**config.mk**
```make
export PLATFORM = sky130hd
export DESIGN_NAME = sm83_alu_with_flags_unit_flat
export DESIGN_NICKNAME = d
export VERILOG_FILES = /design/src/sm83_pkg.sv /design/src/sm83_if.sv /design/src/sm83_front.sv /design/src/sm83_queue.sv /design/src/sm83_back.sv /design/src/sm83_alu_with_flags_unit.sv /design/src/flat_wrapper.sv
export SDC_FILE = /design/constraint.sdc
export NUM_CORES = 1
export LEC_CHECK = 0
export BUFFER_PORTS_ARGS = -buffer_cell sky130_fd_sc_hd__buf_2
export CAP_MARGIN = 20
export CORE_MARGIN = 8
export CORE_UTILIZATION = 25
export CTS_CLUSTER_DIAMETER = 50
export DETAILED_ROUTE_END_ITERATION = 10
export PLACE_DENSITY_LB_ADDON = 0.05
export SLEW_MARGIN = 20
export SYNTH_ARGS = -nofsm -noshare
export SYNTH_HDL_FRONTEND = slang
export SYNTH_SLANG_ARGS = --single-unit
```
**constraint.sdc**
```tcl
create_clock -name clk_i -period 5.5 [get_ports clk_i]
set_input_delay 0.55 -clock clk_i [delete_from_list [all_inputs] [get_ports clk_i]]
set_output_delay 0.55 -clock clk_i [all_outputs]
set_load 0.01 [all_outputs]
```
**src/sm83_pkg.sv**
```systemverilog
`timescale 1ns / 1ps
// ----------------------------------------------------------------------------
// SM83 ALU package
// Shared types, constants and operation classes for the SM83 ALU unit.
// ----------------------------------------------------------------------------
package sm83_pkg;

  localparam int unsigned QueueDepth = 2;

  // Operation class chosen by the front end.
  typedef enum logic [2:0] {
    CLS_NONE,
    CLS_INC,
    CLS_DEC,
    CLS_ACC,
    CLS_ALU,
    CLS_CB
  } op_class_e;

  // One decoded word handed from the front end to the back end.
  typedef struct packed {
    op_class_e  cls;
    logic [2:0] sel;
    logic [1:0] grp;
    logic [7:0] accum;
    logic [7:0] operand;
    logic [3:0] flags;
  } dec_word_t;

  // One result word.
  typedef struct packed {
    logic [7:0] result;
    logic [3:0] flags_out;
    logic       write_enable;
    logic       handled;
  } res_word_t;

  localparam logic [7:0] DaaHiLimit = 8'h99;
  localparam logic [7:0] DaaLoAdj   = 8'h06;
  localparam logic [7:0] DaaHiAdj   = 8'h60;
  localparam logic [3:0] DaaLoLimit = 4'h9;

  // Rotate and shift group, shared by the CB page and the accumulator rotates.
  function automatic logic [8:0] shift_op(input logic [2:0] sel, input logic [7:0] v,
                                          input logic cin);
    logic [8:0] r;
    begin
      case (sel)
        3'd0:    r = {v[7], v[6:0], v[7]};
        3'd1:    r = {v[0], v[0], v[7:1]};
        3'd2:    r = {v[7], v[6:0], cin};
        3'd3:    r = {v[0], cin, v[7:1]};
        3'd4:    r = {v[7], v[6:0], 1'b0};
        3'd5:    r = {v[0], v[7], v[7:1]};
        3'd6:    r = {1'b0, v[3:0], v[7:4]};
        default: r = {v[0], 1'b0, v[7:1]};
      endcase
      return r;
    end
  endfunction

endpackage

```
**src/sm83_if.sv**
```systemverilog
`timescale 1ns / 1ps
// ----------------------------------------------------------------------------
// SM83 ALU channels
// Valid/ready channels for request and result words.
// ----------------------------------------------------------------------------
interface sm83_req_if;
  logic       valid;
  logic       ready;
  logic       req_type;
  logic [7:0] opcode;
  logic [7:0] accum;
  logic [7:0] operand;
  logic [3:0] flags_in;

  modport source (output valid, req_type, opcode, accum, operand, flags_in, input ready);
  modport sink   (input valid, req_type, opcode, accum, operand, flags_in, output ready);
endinterface

interface sm83_rsp_if;
  logic       valid;
  logic       ready;
  logic [7:0] result;
  logic [3:0] flags_out;
  logic       write_enable;
  logic       handled;

  modport source (output valid, result, flags_out, write_enable, handled, input ready);
  modport sink   (input valid, result, flags_out, write_enable, handled, output ready);
endinterface

```
**src/sm83_front.sv**
```systemverilog
`timescale 1ns / 1ps
// ----------------------------------------------------------------------------
// SM83 ALU front end
// Accepts request words, classifies the opcode and registers the decoded word.
// ----------------------------------------------------------------------------
module sm83_front (
  input  logic                clk_i,
  input  logic                rst_ni,
  sm83_req_if.sink            req,
  output logic                dec_valid_o,
  input  logic                dec_ready_i,
  output sm83_pkg::dec_word_t dec_word_o
);
  import sm83_pkg::*;

  logic      valid_q;
  dec_word_t word_q, word_d;
  op_class_e cls;

  assign req.ready = !valid_q || dec_ready_i;

  // Opcode classification.
  always_comb begin
    if (req.req_type) begin
      cls = CLS_CB;
    end else if ((req.opcode & 8'hc7) == 8'h04) begin
      cls = CLS_INC;
    end else if ((req.opcode & 8'hc7) == 8'h05) begin
      cls = CLS_DEC;
    end else if ((req.opcode & 8'hc7) == 8'h07) begin
      cls = CLS_ACC;
    end else if (req.opcode[7:6] == 2'b10 || (req.opcode & 8'hc7) == 8'hc6) begin
      cls = CLS_ALU;
    end else begin
      cls = CLS_NONE;
    end
    word_d = '{cls: cls, sel: req.opcode[5:3], grp: req.opcode[7:6],
               accum: req.accum, operand: req.operand, flags: req.flags_in};
  end

  // Decoded word register.
  always_ff @(posedge clk_i or negedge rst_ni) begin
    if (!rst_ni) begin
      valid_q <= 1'b0;
    end else if (req.ready) begin
      valid_q <= req.valid;
    end
  end

  always_ff @(posedge clk_i) begin
    if (req.ready && req.valid) begin
      word_q <= word_d;
    end
  end

  assign dec_valid_o = valid_q;
  assign dec_word_o  = word_q;

`ifndef SYNTH
  a_hold: assert property (@(posedge clk_i) disable iff (!rst_ni)
    valid_q && !dec_ready_i |=> valid_q && $stable(word_q))
    else $error("decoded word changed while stalled");
  a_load: assert property (@(posedge clk_i) disable iff (!rst_ni)
    req.valid && req.ready |=> valid_q)
    else $error("accepted word lost");
  a_cb: assert property (@(posedge clk_i) disable iff (!rst_ni)
    req.valid && req.ready && req.req_type |=> word_q.cls == CLS_CB)
    else $error("CB page misclassified");
`endif
endmodule

```
**src/sm83_queue.sv**
```systemverilog
`timescale 1ns / 1ps
// ----------------------------------------------------------------------------
// SM83 ALU decoupling queue
// Short FIFO of decoded words between front end and back end.
// ----------------------------------------------------------------------------
module sm83_queue #(
  parameter int unsigned Depth = sm83_pkg::QueueDepth
) (
  input  logic                clk_i,
  input  logic                rst_ni,
  input  logic                in_valid_i,
  output logic                in_ready_o,
  input  sm83_pkg::dec_word_t in_word_i,
  output logic                out_valid_o,
  input  logic                out_ready_i,
  output sm83_pkg::dec_word_t out_word_o
);
  import sm83_pkg::*;

  localparam int unsigned Aw = (Depth > 1) ? $clog2(Depth) : 1;
  localparam int unsigned Cw = $clog2(Depth + 1);

  dec_word_t       mem_q [Depth];
  logic [Aw-1:0]   wr_q, rd_q;
  logic [Cw-1:0]   cnt_q;
  logic            push, pop;

  assign in_ready_o  = cnt_q != Cw'(Depth);
  assign out_valid_o = cnt_q != '0;
  assign out_word_o  = mem_q[rd_q];
  assign push = in_valid_i && in_ready_o;
  assign pop  = out_valid_o && out_ready_i;

  // Pointers and fill count.
  always_ff @(posedge clk_i or negedge rst_ni) begin
    if (!rst_ni) begin
      wr_q  <= '0;
      rd_q  <= '0;
      cnt_q <= '0;
    end else begin
      if (push) begin
        wr_q <= (wr_q == Aw'(Depth - 1)) ? '0 : wr_q + 1'b1;
      end
      if (pop) begin
        rd_q <= (rd_q == Aw'(Depth - 1)) ? '0 : rd_q + 1'b1;
      end
      cnt_q <= cnt_q + Cw'(push) - Cw'(pop);
    end
  end

  always_ff @(posedge clk_i) begin
    if (push) begin
      mem_q[wr_q] <= in_word_i;
    end
  end

`ifndef SYNTH
  a_bound: assert property (@(posedge clk_i) disable iff (!rst_ni) cnt_q <= Cw'(Depth))
    else $error("queue overfilled");
  a_cnt: assert property (@(posedge clk_i) disable iff (!rst_ni)
    push && !pop |=> cnt_q == $past(cnt_q) + 1'b1)
    else $error("queue count wrong");
  a_empty: assert property (@(posedge clk_i) disable iff (!rst_ni)
    pop && !push && cnt_q == Cw'(1) |=> !out_valid_o)
    else $error("queue not empty after last pop");
`endif
endmodule

```
**src/sm83_back.sv**
```systemverilog
`timescale 1ns / 1ps
// ----------------------------------------------------------------------------
// SM83 ALU back end
// Executes decoded words and holds results in an output register.
// ----------------------------------------------------------------------------
module sm83_back (
  input  logic                clk_i,
  input  logic                rst_ni,
  input  logic                dec_valid_i,
  output logic                dec_ready_o,
  input  sm83_pkg::dec_word_t dec_word_i,
  sm83_rsp_if.source          rsp
);
  import sm83_pkg::*;

  logic      valid_q;
  res_word_t res_q, res_d;

  logic [7:0] a, v, r8, off;
  logic [3:0] f;
  logic [8:0] sh, sum;
  logic [4:0] hs;
  logic       cin, c, h, n, we, z;

  assign dec_ready_o = !valid_q || rsp.ready;

  // Execution of one decoded word.
  always_comb begin
    a   = dec_word_i.accum;
    v   = dec_word_i.operand;
    f   = dec_word_i.flags;
    cin = f[0];
    sh  = shift_op(dec_word_i.sel, (dec_word_i.cls == CLS_CB) ? v : a, cin);
    r8  = '0;
    off = '0;
    sum = '0;
    hs  = '0;
    c = 1'b0; h = 1'b0; n = 1'b0; we = 1'b0; z = 1'b0;
    res_d = '{result: 8'h00, flags_out: f, write_enable: 1'b0, handled: 1'b0};
    unique case (dec_word_i.cls)
      CLS_CB: begin
        res_d.handled = 1'b1;
        case (dec_word_i.grp)
          2'd0: begin
            res_d.result = sh[7:0];
            res_d.flags_out = {sh[7:0] == 8'h00, 2'b00, sh[8]};
            res_d.write_enable = 1'b1;
          end
          2'd1: res_d.flags_out = {~v[dec_word_i.sel], 2'b01, cin};
          2'd2: begin
            res_d.result = v & ~(8'h01 << dec_word_i.sel);
            res_d.write_enable = 1'b1;
          end
          default: begin
            res_d.result = v | (8'h01 << dec_word_i.sel);
            res_d.write_enable = 1'b1;
          end
        endcase
      end
      CLS_INC: begin
        r8 = v + 8'd1;
        res_d = '{result: r8, flags_out: {r8 == 8'h00, 1'b0, v[3:0] == 4'hf, cin},
                  write_enable: 1'b1, handled: 1'b1};
      end
      CLS_DEC: begin
        r8 = v - 8'd1;
        res_d = '{result: r8, flags_out: {r8 == 8'h00, 1'b1, v[3:0] == 4'h0, cin},
                  write_enable: 1'b1, handled: 1'b1};
      end
      CLS_ACC: begin
        res_d.handled = 1'b1;
        res_d.write_enable = 1'b1;
        case (dec_word_i.sel)
          3'd0, 3'd1, 3'd2, 3'd3: begin
            res_d.result = sh[7:0];
            res_d.flags_out = {3'b000, sh[8]};
          end
          3'd4: begin
            c = cin;
            if (f[1] || (!f[2] && a[3:0] > DaaLoLimit)) off = off | DaaLoAdj;
            if (cin || (!f[2] && a > DaaHiLimit)) begin
              off = off | DaaHiAdj;
              c = 1'b1;
            end
            r8 = f[2] ? a - off : a + off;
            res_d.result = r8;
            res_d.flags_out = {r8 == 8'h00, f[2], 1'b0, c};
          end
          3'd5: begin
            res_d.result = ~a;
            res_d.flags_out = {f[3], 2'b11, cin};
          end
          3'd6: begin
            res_d.result = a;
            res_d.flags_out = {f[3], 3'b001};
          end
          default: begin
            res_d.result = a;
            res_d.flags_out = {f[3], 2'b00, ~cin};
          end
        endcase
      end
      CLS_ALU: begin
        we = 1'b1;
        case (dec_word_i.sel)
          3'd0, 3'd1: begin
            c   = dec_word_i.sel[0] & cin;
            sum = {1'b0, a} + {1'b0, v} + {8'h00, c};
            hs  = {1'b0, a[3:0]} + {1'b0, v[3:0]} + {4'h0, c};
            r8  = sum[7:0]; h = hs[4]; c = sum[8];
          end
          3'd2, 3'd3, 3'd7: begin
            c   = (dec_word_i.sel == 3'd3) & cin;
            sum = {1'b0, a} - {1'b0, v} - {8'h00, c};
            hs  = {1'b0, a[3:0]} - {1'b0, v[3:0]} - {4'h0, c};
            r8  = sum[7:0]; h = hs[4]; c = sum[8]; n = 1'b1;
            we  = dec_word_i.sel != 3'd7;
          end
          3'd4: begin
            r8 = a & v; h = 1'b1; c = 1'b0;
          end
          3'd5: begin
            r8 = a ^ v; c = 1'b0;
          end
          default: begin
            r8 = a | v; c = 1'b0;
          end
        endcase
        z = r8 == 8'h00;
        res_d = '{result: we ? r8 : 8'h00, flags_out: {z, n, h, c},
                  write_enable: we, handled: 1'b1};
      end
      default: ;
    endcase
  end

  // Output register.
  always_ff @(posedge clk_i or negedge rst_ni) begin
    if (!rst_ni) begin
      valid_q <= 1'b0;
    end else if (dec_ready_o) begin
      valid_q <= dec_valid_i;
    end
  end

  always_ff @(posedge clk_i) begin
    if (dec_ready_o && dec_valid_i) begin
      res_q <= res_d;
    end
  end

  assign rsp.valid        = valid_q;
  assign rsp.result       = res_q.result;
  assign rsp.flags_out    = res_q.flags_out;
  assign rsp.write_enable = res_q.write_enable;
  assign rsp.handled      = res_q.handled;

`ifndef SYNTH
  a_hold: assert property (@(posedge clk_i) disable iff (!rst_ni)
    valid_q && !rsp.ready |=> valid_q && $stable(res_q))
    else $error("result changed while stalled");
  a_we: assert property (@(posedge clk_i) disable iff (!rst_ni)
    valid_q && res_q.write_enable |-> res_q.handled)
    else $error("write enable on an unhandled opcode");
  a_nowr: assert property (@(posedge clk_i) disable iff (!rst_ni)
    valid_q && !res_q.write_enable |-> res_q.result == 8'h00)
    else $error("result not cleared without write");
`endif
endmodule

```
**src/sm83_alu_with_flags_unit.sv**
```systemverilog
`timescale 1ns / 1ps
// ----------------------------------------------------------------------------
// SM83 ALU with flags
// 8-bit ALU of the SM83 CPU: result byte, new Z/N/H/C flags, write enable.
// ----------------------------------------------------------------------------
// One word is accepted every cycle while no stall holds it. There are three register
// stages. The front end registers the decoded word when it accepts it. The word
// is then written into a two-entry queue, and the back end computes and
// registers the result from the queue head. Both sides stall independently; no
// reset clearing is needed.
module sm83_alu_with_flags_unit #(
  parameter int unsigned QueueDepth = sm83_pkg::QueueDepth
) (
  input  logic       clk_i,
  input  logic       rst_ni,
  sm83_req_if.sink   req,
  sm83_rsp_if.source rsp
);
  import sm83_pkg::*;

  logic      f_valid, f_ready, b_valid, b_ready;
  dec_word_t f_word, b_word;

  sm83_front u_front (
    .clk_i, .rst_ni, .req,
    .dec_valid_o(f_valid), .dec_ready_i(f_ready), .dec_word_o(f_word)
  );

  sm83_queue #(.Depth(QueueDepth)) u_queue (
    .clk_i, .rst_ni,
    .in_valid_i(f_valid), .in_ready_o(f_ready), .in_word_i(f_word),
    .out_valid_o(b_valid), .out_ready_i(b_ready), .out_word_o(b_word)
  );

  sm83_back u_back (
    .clk_i, .rst_ni,
    .dec_valid_i(b_valid), .dec_ready_o(b_ready), .dec_word_i(b_word), .rsp
  );
endmodule

```
**src/flat_wrapper.sv**
```systemverilog
// flat-port wrapper written by rule: the top's interface ports become plain ports
module sm83_alu_with_flags_unit_flat import sm83_pkg::*;
#(
  parameter int unsigned QueueDepth = sm83_pkg::QueueDepth
)
  (clk_i, rst_ni, req_valid, req_req_type, req_opcode, req_accum, req_operand, req_flags_in, req_ready, rsp_valid, rsp_result, rsp_flags_out, rsp_write_enable, rsp_handled, rsp_ready);
  sm83_req_if req_i ();
  sm83_rsp_if rsp_i ();
  input  logic clk_i;
  input  logic rst_ni;
  input wire logic [$bits(req_i.valid)-1:0] req_valid;
  input wire logic [$bits(req_i.req_type)-1:0] req_req_type;
  input wire logic [$bits(req_i.opcode)-1:0] req_opcode;
  input wire logic [$bits(req_i.accum)-1:0] req_accum;
  input wire logic [$bits(req_i.operand)-1:0] req_operand;
  input wire logic [$bits(req_i.flags_in)-1:0] req_flags_in;
  output wire logic [$bits(req_i.ready)-1:0] req_ready;
  output wire logic [$bits(rsp_i.valid)-1:0] rsp_valid;
  output wire logic [$bits(rsp_i.result)-1:0] rsp_result;
  output wire logic [$bits(rsp_i.flags_out)-1:0] rsp_flags_out;
  output wire logic [$bits(rsp_i.write_enable)-1:0] rsp_write_enable;
  output wire logic [$bits(rsp_i.handled)-1:0] rsp_handled;
  input wire logic [$bits(rsp_i.ready)-1:0] rsp_ready;
  assign req_i.valid = req_valid;
  assign req_i.req_type = req_req_type;
  assign req_i.opcode = req_opcode;
  assign req_i.accum = req_accum;
  assign req_i.operand = req_operand;
  assign req_i.flags_in = req_flags_in;
  assign req_ready = req_i.ready;
  assign rsp_valid = rsp_i.valid;
  assign rsp_result = rsp_i.result;
  assign rsp_flags_out = rsp_i.flags_out;
  assign rsp_write_enable = rsp_i.write_enable;
  assign rsp_handled = rsp_i.handled;
  assign rsp_i.ready = rsp_ready;
  sm83_alu_with_flags_unit #(.QueueDepth(QueueDepth)) u_core (.clk_i(clk_i), .rst_ni(rst_ni), .req(req_i), .rsp(rsp_i));
endmodule
```
Yosys cells after proc, flatten, opt, wreduce, memory -nomap -nowiden
Memories as Yosys holds them, arrays and structs flattened.
Cells that the tools add are included.
{"block": "totals", "wordCells": 127, "mem_count": 1, "output_inout_bits": 16, "mem_bits_rw": 56, "in_bits": 33, "ff_bits": 48}
{"memory": "u_core.u_queue.mem_q", "words": 2, "word_bits": 28, "rd": 1, "rd_ports_with_merged_regs": 0, "wr": 1, "line_no": "sm83_queue.sv:23", "text": "dec_word_t mem_q [Depth];"}
{"block": "op_classes", "shifts": 1, "reduce_logical": 26, "mux": 31, "magnitude_cmp": 3, "n_eq_ne": 22, "addsub": 16, "bitwise": 11}
{"cell": "$pmux 14 s5", "n": 1}
{"cell": "$pmux 9 s7", "n": 1}
{"cell": "$mux 8", "n": 6}
{"cell": "$pmux 12 s4", "n": 1}
{"cell": "$logic_not 8->1", "n": 5}
{"cell": "$pmux 8 s4", "n": 1}
{"cell": "$pmux 8 s3", "n": 1}
{"cell": "$eq 3x3->1 const B", "n": 6}
{"cell": "$and 8x8->8", "n": 2}
{"cell": "$not 8->8", "n": 2}
{"cell": "$or 8x8->8", "n": 2}
{"cell": "$eq 5x3->1 const B", "n": 3}
{"cell": "$mux 3", "n": 5}
{"cell": "$eq 3x2->1 const B", "n": 4}
{"cell": "$mux 1", "n": 10}
{"cell": "$add 8x8->9", "n": 1}
{"cell": "$add 9x1->9", "n": 1}
{"cell": "$sub 8x8->9", "n": 1}
{"cell": "$sub 9x1->9", "n": 1}
{"cell": "$add 8x1->8 const B", "n": 1}
{"cell": "$add 8x8->8", "n": 1}
{"cell": "$gt 8x8->1 const B", "n": 1}
{"cell": "$pmux 4 s2", "n": 1}
{"cell": "$shl 1x3->8 const A", "n": 1}
{"cell": "35 further kinds", "n": 51}

Depth between registers and ports, before layout
Gate-level depths: netlist of the first run.
An unclocked memory read counts as a cell.
{"block": "depth", "depth_word": 13, "mapped_depth": 20, "depth_no_buf": 17}

By module
Synthesis of the first run repeated with hierarchy kept, for this count alone.
{"block": "hier_totals", "cells_unflattened": 693, "hier_area_um2": 7240.7}
{"module": "sm83_back", "cells_per_inst": 545, "n_inst": 1, "area_per_inst_um2": 4061.4, "seq_area_each_um2": 445.4}
{"module": "sm83_queue", "cells_per_inst": 109, "n_inst": 1, "area_per_inst_um2": 2239.6, "seq_area_each_um2": 1781.7}
{"module": "sm83_front", "cells_per_inst": 39, "n_inst": 1, "area_per_inst_um2": 939.7, "seq_area_each_um2": 865.8}

Worst setup path after synthesis of the first run
No wires, ideal clock.
{"block": "synth_timing", "path_type": "register to register", "start": "register u_core.u_queue.rd_q", "end": "register u_core.u_back.res_q (netlist bit u_core.u_back.rsp.result[7]) (data pin)", "n_path_buf": 3, "t_required_ps": 5238, "setup_time_ps": 262, "t_arrival_ps": 3964, "synth_period_minus_slack_ps": 4226, "path_slack_ps": 1274, "path_stages_with_launch": 21, "cell_sequence": "dfrtp_1 buf_6 buf_12 buf_6 mux2i_2 inv_1 o21ai_0 o211ai_1 a31oi_1 ha_1 nand2_1 nand2_1 ha_1 or2_2 a2111oi_0 a31oi_1 o311ai_0 a21oi_1 xnor2_1 o211ai_1 or2_2"}
{"item": "from (decl)", "line_no": "sm83_queue.sv:24", "text": "logic [Aw-1:0] wr_q, rd_q;"}
{"item": "from (signal assigned)", "line_no": "sm83_queue.sv:45", "text": "rd_q <= (rd_q == Aw'(Depth - 1)) ? '0 : rd_q + 1'b1;"}
{"item": "to (signal assigned)", "line_no": "sm83_back.sv:148", "text": "res_q <= res_d;"}
{"item": "to (decl)", "line_no": "sm83_back.sv:17", "text": "res_word_t res_q, res_d;"}

==> results.md, run 1 <==
- The worst setup path is of the reg2reg kind.
- The global routing usage summed across all routing layers is 15.4%.
- The maximum fanout along the worst path is 28.
- The max capacitance violation total is 0.
- In this run, synthesis inferred 98 flip-flops with an integrated enable.
- The HPWL after detailed placement is 19,800 µm.
- The async set or reset register ratio after synthesis is 5.77%.
- The total via count in the routed design is 5,806.
- The leading cell type in the layout, fill and taps excluded is edfxtp_1.
- A synthesized cell averages 10.7 µm².
- The count of nets left with antenna violations once routing finished came out at 0.
- The aggregate global routing overflow is 0.
- The number of nets in the finished design is 807.
- The post-synthesis net count is 741.
- Of the synthesized area, sequential elements account for 43.6%.
- The netlist area before placement is 7090 µm².
- The die covers 34,000 µm².
- The TritonCTS clock tree is done.
- The arrival time of data at the critical path endpoint is 4.76 ns.
- Leaving out fill and tap cells, the most frequent cells in the layout are edfxtp_1 (98), nor2_1 (53), a21oi_1 (50).
- STA classifies the critical path startpoint as a register.
- The worst path uses 84.5% of the clock period.
- The total count of max-transition violations in the final report was 0.
- Setup repair after global routing left no endpoint under its margin.
- In the routed layout, each cell is associated on average with a via count of 5.23.
- The core area is 27,900 µm².
- The number of clock buffers added by TritonCTS is 9.
- The fmax is 215 MHz.
- The final core area utilization is 29.5%.
- Setup violations remaining at the end of the flow were counted as 0.
- For this design, the sink count on the clock tree is 104.
- OpenSTA, run right after detailed placement, puts the worst setup slack at 0.923 ns.
- The initialized floorplan defines 61 standard-cell rows.
- 49 I/O pins were placed.
- The count of unique library cells instantiated by Yosys is 78.
- The Yosys step of the flow raised 0 warnings.
- The via count of the first global-routing pass is 5,783.
- The most used flip-flop cell after synthesis is edfxtp_1.
- The time the worst path needs with I/O delays and setup is 4.64 ns.
- 0 antenna diodes ended up in the layout.
- The flip-flop and latch count after synthesis is 104.
- The later pin in the worst-skew pair is clocked with a latency of 0.36 ns.
- The slew at the pin with the worst max-slew slack is 1.02 ns.
- Once the floorplan was initialized, standard cells occupied 25.5% of the core.
- The number of instances in the synthesized netlist is 661.
- The proportion of layout cells with a drive suffix above 1 is 18.9%.
- The clock skew is 0.00909 ns.
- The number of antenna violations at the first check in global routing is 1.
- The post-CTS clock slew at the launch and capture registers of the worst setup and hold paths is 0.07 ns.
- The number of levels the H-tree was split into is 3.
- The worst hold path belongs to the class in2async.
- The pre-antenna-repair detailed-routing pass consisted of 5 iterations.
- The area growth from synthesis to layout is 16.0%.
- CTS placed an instance of clkbuf_16 at the clock tree root.
- The worst-case register-to-register setup slack is 0.86 ns.
- Headroom to the max-slew limit came out at 31.6%.
- The first global-routing pass estimated 38,400 µm of wire.
- The height of the die is 184 µm.
- Counting along the longest clock path gives a buffer depth of 2.
- The endpoint type of the worst setup path is a register.
- Adding up every negative setup slack in the final design gives 0 ns.
- Dividing the detail-routed wire length by the instance count gives 23.3 µm.
- From left edge to right edge, the die measures 184 µm.
- The total wire length is 25,800 µm.
- In this run the tool buffered the top-level ports with 48 buffer cells.
- The total setup buffers inserted after CTS is 0.
- The count of final hold-check violations was 0.
- The run finished with clean final reports.
- The remaining design rule violation count is 0.
- For this block, the initial DRC count from the detailed router was 563.
- The data required time at the worst endpoint is 5.61 ns.
- The number of gates resized after CTS was 0.
- Entering global routing, the biggest net connects 29 pins.
- The global placement routability congestion is 0.922.
- The filler cells instantiated in the layout total 2,913.
- The worst path meets setup with 0.855 ns of slack.
- Hold repair after CTS inserted 0 buffers.
cell usage after synthesis, drive strengths merged (3+ instances only):
cell	number	area (µm²)
a2111oi	3	27.5
a211oi	7	52.6
a21boi	3	22.5
a21o	3	22.5
a21oi	53	277
a221o	3	30.0
a221oi	10	87.6
a222oi	6	60.1
a22oi	5	37.5
a31oi	9	56.3
and3	7	43.8
buf	16	124
clkbuf	9	33.8
dfrtp	6	150
edfxtp	98	2940
fa	4	80.1
ha	43	538
inv	29	111
mux2	10	113
mux2i	39	534
nand2	48	180
nand2b	7	43.8
nand3	12	60.1
nand3b	3	22.5
nand4	3	18.8
nor2	55	209
nor2b	3	18.8
nor3	20	110
nor3b	4	30.0
nor4	5	31.3
o211ai	8	60.1
o21a	6	45.0
o21ai	38	190
o221ai	5	43.8
o22ai	12	75.1
xnor2	20	175
xor2	6	52.6
worst paths after layout:
path	startpoint	end	cells after the start
worst min-delay path	rst_ni	u_core.u_front.dec_valid_o	1
min in group clk_i	req_operand[4]	u_core.u_front.dec_word_o[8]	1
worst max register to register	u_core.u_queue.rd_q	u_core.u_back.rsp.result[7]	15
worst min register to register	u_core.u_front.dec_word_o[10]	u_core.u_queue.mem_q[0][10]	0
max in group asynchronous	rst_ni	u_core.u_queue.rd_q	1
worst max-delay path	u_core.u_queue.rd_q	u_core.u_back.rsp.result[7]	15
sequential cells by signal, summed over array words and instances (netlist names), 2 cells and up:
| signal | cells |
|---|---|
| u_core.u_back.rsp.flags_out | 4 |
| u_core.u_back.rsp.result | 8 |
| u_core.u_front.dec_word_o | 28 |
| u_core.u_queue.cnt_q | 2 |
| u_core.u_queue.mem_q | 56 |
cells by family after synthesis:
kind of cell	after synthesis	share of synthesized area [%]
xor+xnor	26	3.21
fa+ha+maj	47	8.72
simple gates	182	12.7
flops	104	43.6
mux	49	9.12
compound gates	198	18.8
buf+inv	55	3.85
critical path, cell delays in order, from the launching register on:
cell	delay [ns]
dfrtp_2	0.66
buf_4	0.52
mux2_2	0.48
a31oi_1	0.30
ha_1	0.29
nand2_1	0.07
nand2_1	0.06
ha_1	0.34
or2_2	0.31
a2111oi_0	0.41
a31oi_1	0.07
o311ai_0	0.16
a21oi_1	0.17
xnor2_1	0.18
o211ai_1	0.10
or2_2	0.29
cell type report:
class | count | area [µm²] | share of cell area (%)
sequential | 104 | 3090 | 37.6
tap | 378 | 473 | 5.75
multi-input combinational | 502 | 3740 | 45.5
clock buffer | 9 | 225 | 2.74
timing repair buffer | 80 | 480 | 5.84
clock inverter | 7 | 93.8 | 1.14
inverter | 30 | 115 | 1.40
routing by layer:
layer,track usage [%],share of wire [%]
met1,21.0,46
met2,22.7,43
met3,3.76,7.3
met4,6.49,3.2
met5,0,0.035
stage by stage:
step,hold WS (ns),area (µm²),cells
finish,0.0322,8220,1110
global route,0.0350,8220,1110
CTS,0.0189,8220,1110
detailed placement,0.419,7900,1094
global placement,0.419,7900,1094
floorplan,0.254,7090,661
Power of run 1 is left out: the tool's default activity adds up to more than one toggle a clock period on the data nets, which glitch-free logic cannot reach.
==> run 2, diff against run 1 <==
clock period = 4.4 ns   (was 5.5 ns; I/O delays follow)
==> results.md, run 2 (synthesis gave the netlist of run 1 again) <==
- The flow ran to the end, and the final reports show no timing, DRC or antenna violations.
- The worst-skew pair later-pin latency is 0.36 ns (about the same).
- The number of placement rows was 61 (unchanged).
- The fmax came to 239 MHz (+11%).
- From synthesis to final layout, the design area changed by 19.2%.
- The startpoint identified for the worst register-to-register timing path is u_core.u_queue.rd_q.
- STA classifies the critical path endpoint as a register.
- The library cells used most frequently in the layout, excluding fill and tap cells, are edfxtp_1 (98), buf_4 (58), nor2_1 (53).
- The total count of max-transition violations in the final report was 0 (unchanged).
- The remaining design rule violation count was 0 (unchanged).
- The number of nets in the finished design came to 836 (+3.6%).
- The number of levels the H-tree was split into is 3 (unchanged).
- The final core area utilization is 30.3% (+0.82 points).
- The starting utilization of the core area is 25.5% (unchanged).
- The height of the die is 184 µm (unchanged).
- The dominant delay contributor by cell family on the critical path is compound AO/OA/AOI/OAI gates.
- The root buffer cell chosen for the clock tree is clkbuf_16.
- The global placement routability congestion is 0.893 (-3.2%).
- The combined buffer and inverter count along the critical path is 2 (+1).
- The clock sink total is 104 (unchanged).
- The boundary pin count is 49 (unchanged).
- The total wire length is 26,200 µm (+1.5%).
- The number of antenna violations at the first check in global routing is 0 (-1).
- The startpoint type of the worst setup path is a register.
- The final antenna diode count is 0 (unchanged).
- The worst-case reg-to-reg path depth is 16 (+1).
- The worst min-delay path category is in2reg.
- The global routing usage summed across all routing layers was 15.7% (+0.29 points).
- The max capacitance violation total is 0 (unchanged).
- The arrival time of data at the critical path endpoint is 4.30 ns (-0.46 ns).
- The maximum fanout along the worst path was 29 (+3.6%).
- The total cell area at the placement stage is 8110 µm² (+2.7%).
- The worst slew margin relative to its limit is 32.3% (+0.72 points).
- The number of search-and-repair iterations in the first detailed-routing pass is 6 (+1).
- The proportion of layout cells with a drive suffix above 1 is 22.1% (+3.2 points).
- The full die area came to 34,000 µm² (unchanged).
- The setup violation total in the final timing report was 0 (unchanged).
- Traced cell by cell, the critical path runs through buf_4 -> buf_12 -> mux2_2 -> a31oi_1 -> ha_1 -> nand2_1 -> nand2_1 -> ha_1 -> or2_2 -> a2111oi_2 -> a31oi_1 -> o311ai_1 -> a21oi_1 -> xnor2_1 -> o211ai_1 -> or2_2.
- The worst reg2reg path endpoint is u_core.u_back.rsp.result[7].
- The TritonCTS clock tree is done.
- The number of buffers created by CTS was 9 (unchanged).
- The number of logic stages on the critical path including buffering is 16 (+1).
- The largest net degree at the start of global routing is 30 (+3.4%).
- The critical path is of the reg2reg type.
- Setup repair after global routing left no endpoint under its margin.
- The worst-case setup margin in the final layout is 0.211 ns (-0.645 ns).
- The slew at the pin with the worst max-slew slack is 1.00 ns (-0.0107 ns).
- The clock skew is 0.0102 ns (+0.00111 ns).
- The number of buffers inserted by port buffering is 48 (unchanged).
- The worst-case register-to-register setup slack is 0.21 ns (-0.64 ns).
- The first element of the critical path is u_core.u_queue.rd_q.
- The remaining number of nets flagged by the antenna check after routing came to 0 (unchanged).
- The post-detailed-route wirelength per cell came to 23.0 µm (-1.1%).
- The final standard cell area without fillers came to 8450 µm² (+2.8%).
- Ranked by flip-flop count, first place goes to u_core.u_queue.mem_q.
- The time the worst path needs with I/O delays and setup is 4.19 ns (-0.455 ns).
- The count of final hold-check violations is 0 (unchanged).
- The iteration-0 DRC count of the detailed router was 524 (-6.9%).
- The end point of the critical path is u_core.u_back.rsp.result[7].
- The buffer depth of the longest clock path came to 2 (unchanged).
- The via density per instance is 5.14 (-1.8%).
- The worst-path cell with the longest stage delay is dfrtp_2.
- The HPWL after detailed placement was 20,400 µm (+3.3%).
- The aggregate global routing overflow is 0 (unchanged).
- The setup slack after placement is 0.124 ns (-0.799 ns).
- The data required time at the worst endpoint is 4.51 ns (-1.10 ns).
- The delay of the slowest critical-path stage is 0.49 ns (-0.17 ns).
- The floorplan die width is 184 µm (unchanged).
- The leading cell type in the layout, fill and taps excluded is edfxtp_1.
- The via count of the first global-routing pass is 5,886 (+1.8%).
- The flip-flop count of the largest register after layout is 56 (unchanged).
- The core area is 27,900 µm² (unchanged).
- The post-CTS clock slew at the launch and capture registers of the worst setup and hold paths is 0.08 ns (about the same).
- The wire length of the first global-routing pass is 39,200 µm (+2.1%).
- The post-route setup TNS came to 0 ns (unchanged).
- The number of inserted filler cells in the final layout came to 2,888 (-0.86%).
- The share of the cycle needed by the critical path after routing came to 95.2% (+11 points).
- The total via count in the routed design was 5,853 (+0.81%).
==> run 2: how the worst min path moves through the flow <==
| stage | startpoint | end | cells past startpoint |
|---|---|---|---|
| 2_1_floorplan | rst_ni | u_core.u_back.rsp.valid | 0 |
| 3_3_place_gp | rst_ni | u_core.u_front.dec_valid_o | 1 |
| 3_5_place_dp | rst_ni | u_core.u_front.dec_valid_o | 1 |
| 4_1_cts | req_opcode[4] | u_core.u_front.dec_word_o[23] | 1 |
| 5_1_grt | req_opcode[4] | u_core.u_front.dec_word_o[23] | 1 |
| 6_report | req_opcode[4] | u_core.u_front.dec_word_o[23] | 1 |
==> run 2: final cells by class <==
class                      instances  area (µm²)  area share [%]
tap                              378         473            5.60
multi-input combinational        502        3730            44.2
inverter                          30         115            1.36
timing repair buffer             109         726            8.59
clock buffer                       9         225            2.66
sequential                       104        3090            36.6
clock inverter                     7        83.8           0.992
==> run 2: timing repair <==
| action | 4_1_cts | 5_1_grt |
|---|---|---|
| resized for setup | 0 | 3 |
| endpoints found under the hold margin | 6 | 0 |
| endpoints found under the setup margin | 0 | 1 |
| buffers inserted | 0 | 2 |
| hold buffers | 1 | 0 |
==> run 2: stage by stage <==
step                hold WS (ns)  instances
global route               0.231       1139
global placement           0.324       1120
finish                     0.249       1139
CTS                        0.234       1137
floorplan                  0.144        661
detailed placement         0.320       1120
==> run 2: metal layers <==
layer | global-route usage (%) | routed length, µm
met5 | 0 | 0
met4 | 6.32 | 913
met3 | 2.74 | 1320
met2 | 23.5 | 11400
met1 | 21.9 | 12600
Power of run 2 is left out for the same reason.
==> run 3, diff against run 2 <==
CORE_UTILIZATION = 51   (was 25)
==> results.md, run 3 (synthesis gave the netlist of run 1 again) <==
- The slew at the pin with the worst max-slew slack was 0.907 ns (-0.0978 ns).
- More flip-flops sit in one register than any other, and that register is u_core.u_queue.mem_q.
- The post-CTS clock slew at the launch and capture registers of the worst setup and hold paths was 0.08 ns (about the same).
- Compared with the post-synthesis result, the final layout area differs by 13.4%.
- The number of placement rows is 43 (-30%).
- The arrival time of data at the critical path endpoint came to 4.30 ns (about the same).
- The flow ran to the end, and the final reports show no timing, DRC or antenna violations.
- The post-detailed-route wirelength per cell is 25.0 µm (+8.6%).
- The worst hold path belongs to the class in2reg.
- The area taken by flip-flops and latches is 3090 µm² (unchanged).
- The number of search-and-repair iterations in the first detailed-routing pass is 7 (+1).
- The startpoint-to-endpoint class of the critical path is reg2reg.
- The worst-path cell with the longest stage delay is dfrtp_2.
- The largest net degree at the start of global routing is 29 (-3.3%).
- The setup violation total in the final timing report was 0 (unchanged).
- The total instance count after detailed placement was 905 (-19%).
- The starting utilization of the core area is 51.7% (+26 points).
- The flip-flop count of the largest register after layout is 56 (unchanged).
- The number of antenna violations at the first check in global routing was 0 (unchanged).
- The height of the die is 134 µm (-27%).
- The top cell types in the final layout, fill and taps aside, are edfxtp_1 (98), nor2_1 (53), a21oi_1 (50).
- The worst hold endpoint is u_core.u_front.dec_word_o[18].
- The global routing usage summed across all routing layers was 25.4% (+9.8 points).
- The start point of the worst min-delay path is req_accum[6].
- The wire length of the first global-routing pass is 34,600 µm (-12%).
- The leading cell type in the layout, fill and taps excluded is edfxtp_1.
- Setup repair after global routing left no endpoint under its margin.
- The post-route setup TNS came to 0 ns (unchanged).
- The endpoint identified for the worst register-to-register timing path is u_core.u_back.rsp.result[7].
- The number of buffers inserted by port buffering was 48 (unchanged).
- The number of non-filler instances in the completed layout is 925 (-19%).
- The remaining design rule violation count is 0 (unchanged).
- The signal on the critical path passes through buf_4 -> mux2i_4 -> inv_2 -> o21ai_0 -> o211ai_1 -> a31oi_1 -> ha_1 -> nand2_1 -> nand2_1 -> ha_1 -> or2_2 -> a2111oi_1 -> a31oi_1 -> o311ai_0 -> a21oi_1 -> xnor2_1 -> o211ai_1 -> or2_2.
- The number of inserted filler cells in the final layout came to 1,136 (-61%).
- The number of levels the H-tree was split into was 3 (unchanged).
- The clock sink total is 104 (unchanged).
- The number of instances on the worst hold path came to 1 (unchanged).
- The via count of the first global-routing pass came to 5,896 (+0.17%).
- The worst slew margin relative to its limit was 39.5% (+7.2 points).
- The total wire length is 23,100 µm (-12%).
- The boundary pin count was 49 (unchanged).
- The startpoint type of the worst setup path is a register.
- The area taken by multi-input logic gates is 3730 µm² (-0.13%).
- The endpoint type of the worst setup path is a register.
- The number of nets in the finished design was 820 (-1.9%).
- The share of the cycle needed by the critical path after routing was 94.9% (-0.27 points).
- The total via count in the routed design is 6,126 (+4.7%).
- The global placement routability congestion was 1.01 (+13%).
- Broken down by cell family, the worst path's largest delay share belongs to compound AO/OA/AOI/OAI gates.
- The via density per instance is 6.62 (+29%).
- The TritonCTS clock tree is done.
- The delay of the slowest critical-path stage is 0.46 ns (-0.03 ns).
- The worst register-to-register path begins at u_core.u_queue.rd_q.
- The worst-case register-to-register setup slack came to 0.22 ns (about the same).
- The time the worst path needs with I/O delays and setup is 4.18 ns (-0.0118 ns).
- The buffer depth of the longest clock path is 2 (unchanged).
- The iteration-0 DRC count of the detailed router is 780 (+49%).
- The worst hold slack is 0.246 ns (-0.00214 ns).
- The HPWL after detailed placement came to 17,500 µm (-14%).
- The proportion of layout cells with a drive suffix above 1 came to 20.1% (-1.9 points).
- The worst-case reg-to-reg path depth is 18 (+2).
- The count of final hold-check violations came to 0 (unchanged).
- The final antenna diode count came to 0 (unchanged).
- The max capacitance violation total is 0 (unchanged).
- The aggregate global routing overflow is 0 (unchanged).
- The worst-skew pair later-pin latency is 0.36 ns (about the same).
- The full die area is 17,900 µm² (-47%).
- The remaining number of nets flagged by the antenna check after routing is 0 (unchanged).
- The number of buffers created by CTS was 9 (unchanged).
- The total count of max-transition violations in the final report is 0 (unchanged).
- The tree is rooted in a clkbuf_16.
- The core area is 13,700 µm² (-51%).
- The clock skew is 0.0127 ns (+0.00245 ns).
- The fmax is 239 MHz (+0.28%).
- The maximum fanout along the worst path is 6 (-79%).
- The floorplan die width is 134 µm (-27%).
- The combined buffer and inverter count along the critical path is 2 (unchanged).
- The data required time at the worst endpoint is 4.52 ns (about the same).
==> run 3: repair_timing <==
| item | CTS | global route |
|---|---|---|
| hold buffers | 1 | 0 |
| endpoints found under the setup margin | 0 | 1 |
| endpoints found under the hold margin | 6 | 0 |
| buffers inserted | 0 | 3 |
| gates resized for setup | 0 | 1 |
==> run 3: area by class of cell <==
class	instances	share of cell area [%]
clock inverter	6	0.716
multi-input combinational	502	46.4
clock buffer	10	2.85
tap	180	2.80
inverter	30	1.43
sequential	104	38.5
timing repair buffer	93	7.37
==> run 3: metrics by stage <==
step           worst slack [ns]  cell area, µm²  utilization [%]
3_3_place_gp              0.311            7720             56.3
4_1_cts                   0.207            8020             58.5
5_1_grt                  0.0107            8040             58.6
3_5_place_dp              0.210            7720             56.3
2_1_floorplan             0.174            7090                -
6_report                  0.222            8040             58.6
==> run 3: per-layer routing <==
layer / wire length, µm / vias to the layer above / part of all wire [%] / GRT usage (%)
met4: 1070 / 0 / 4.6 / 12.5
met3: 2400 / 81 / 10 / 5.50
met1: 9410 / 2925 / 41 / 33.6
met5: 0 / - / 0 / 0
met2: 10200 / 412 / 44 / 38.7
li1: - / 2708 / - / -
==> run 3: worst max-delay path by stage <==
stage	from	end	slack (ns)	cells after the start
detailed placement	u_core.u_queue.rd_q	u_core.u_back.rsp.result[7]	0.21	17
finish	u_core.u_queue.rd_q	u_core.u_back.rsp.result[7]	0.22	18
floorplan	u_core.u_queue.rd_q	u_core.u_back.rsp.result[7]	0.17	20
global placement	u_core.u_queue.rd_q	u_core.u_back.rsp.result[7]	0.31	17
global route	u_core.u_queue.rd_q	u_core.u_back.rsp.result[7]	0.01	17
CTS	u_core.u_queue.rd_q	u_core.u_back.rsp.result[7]	0.21	17
Power of run 3 is left out for the same reason.
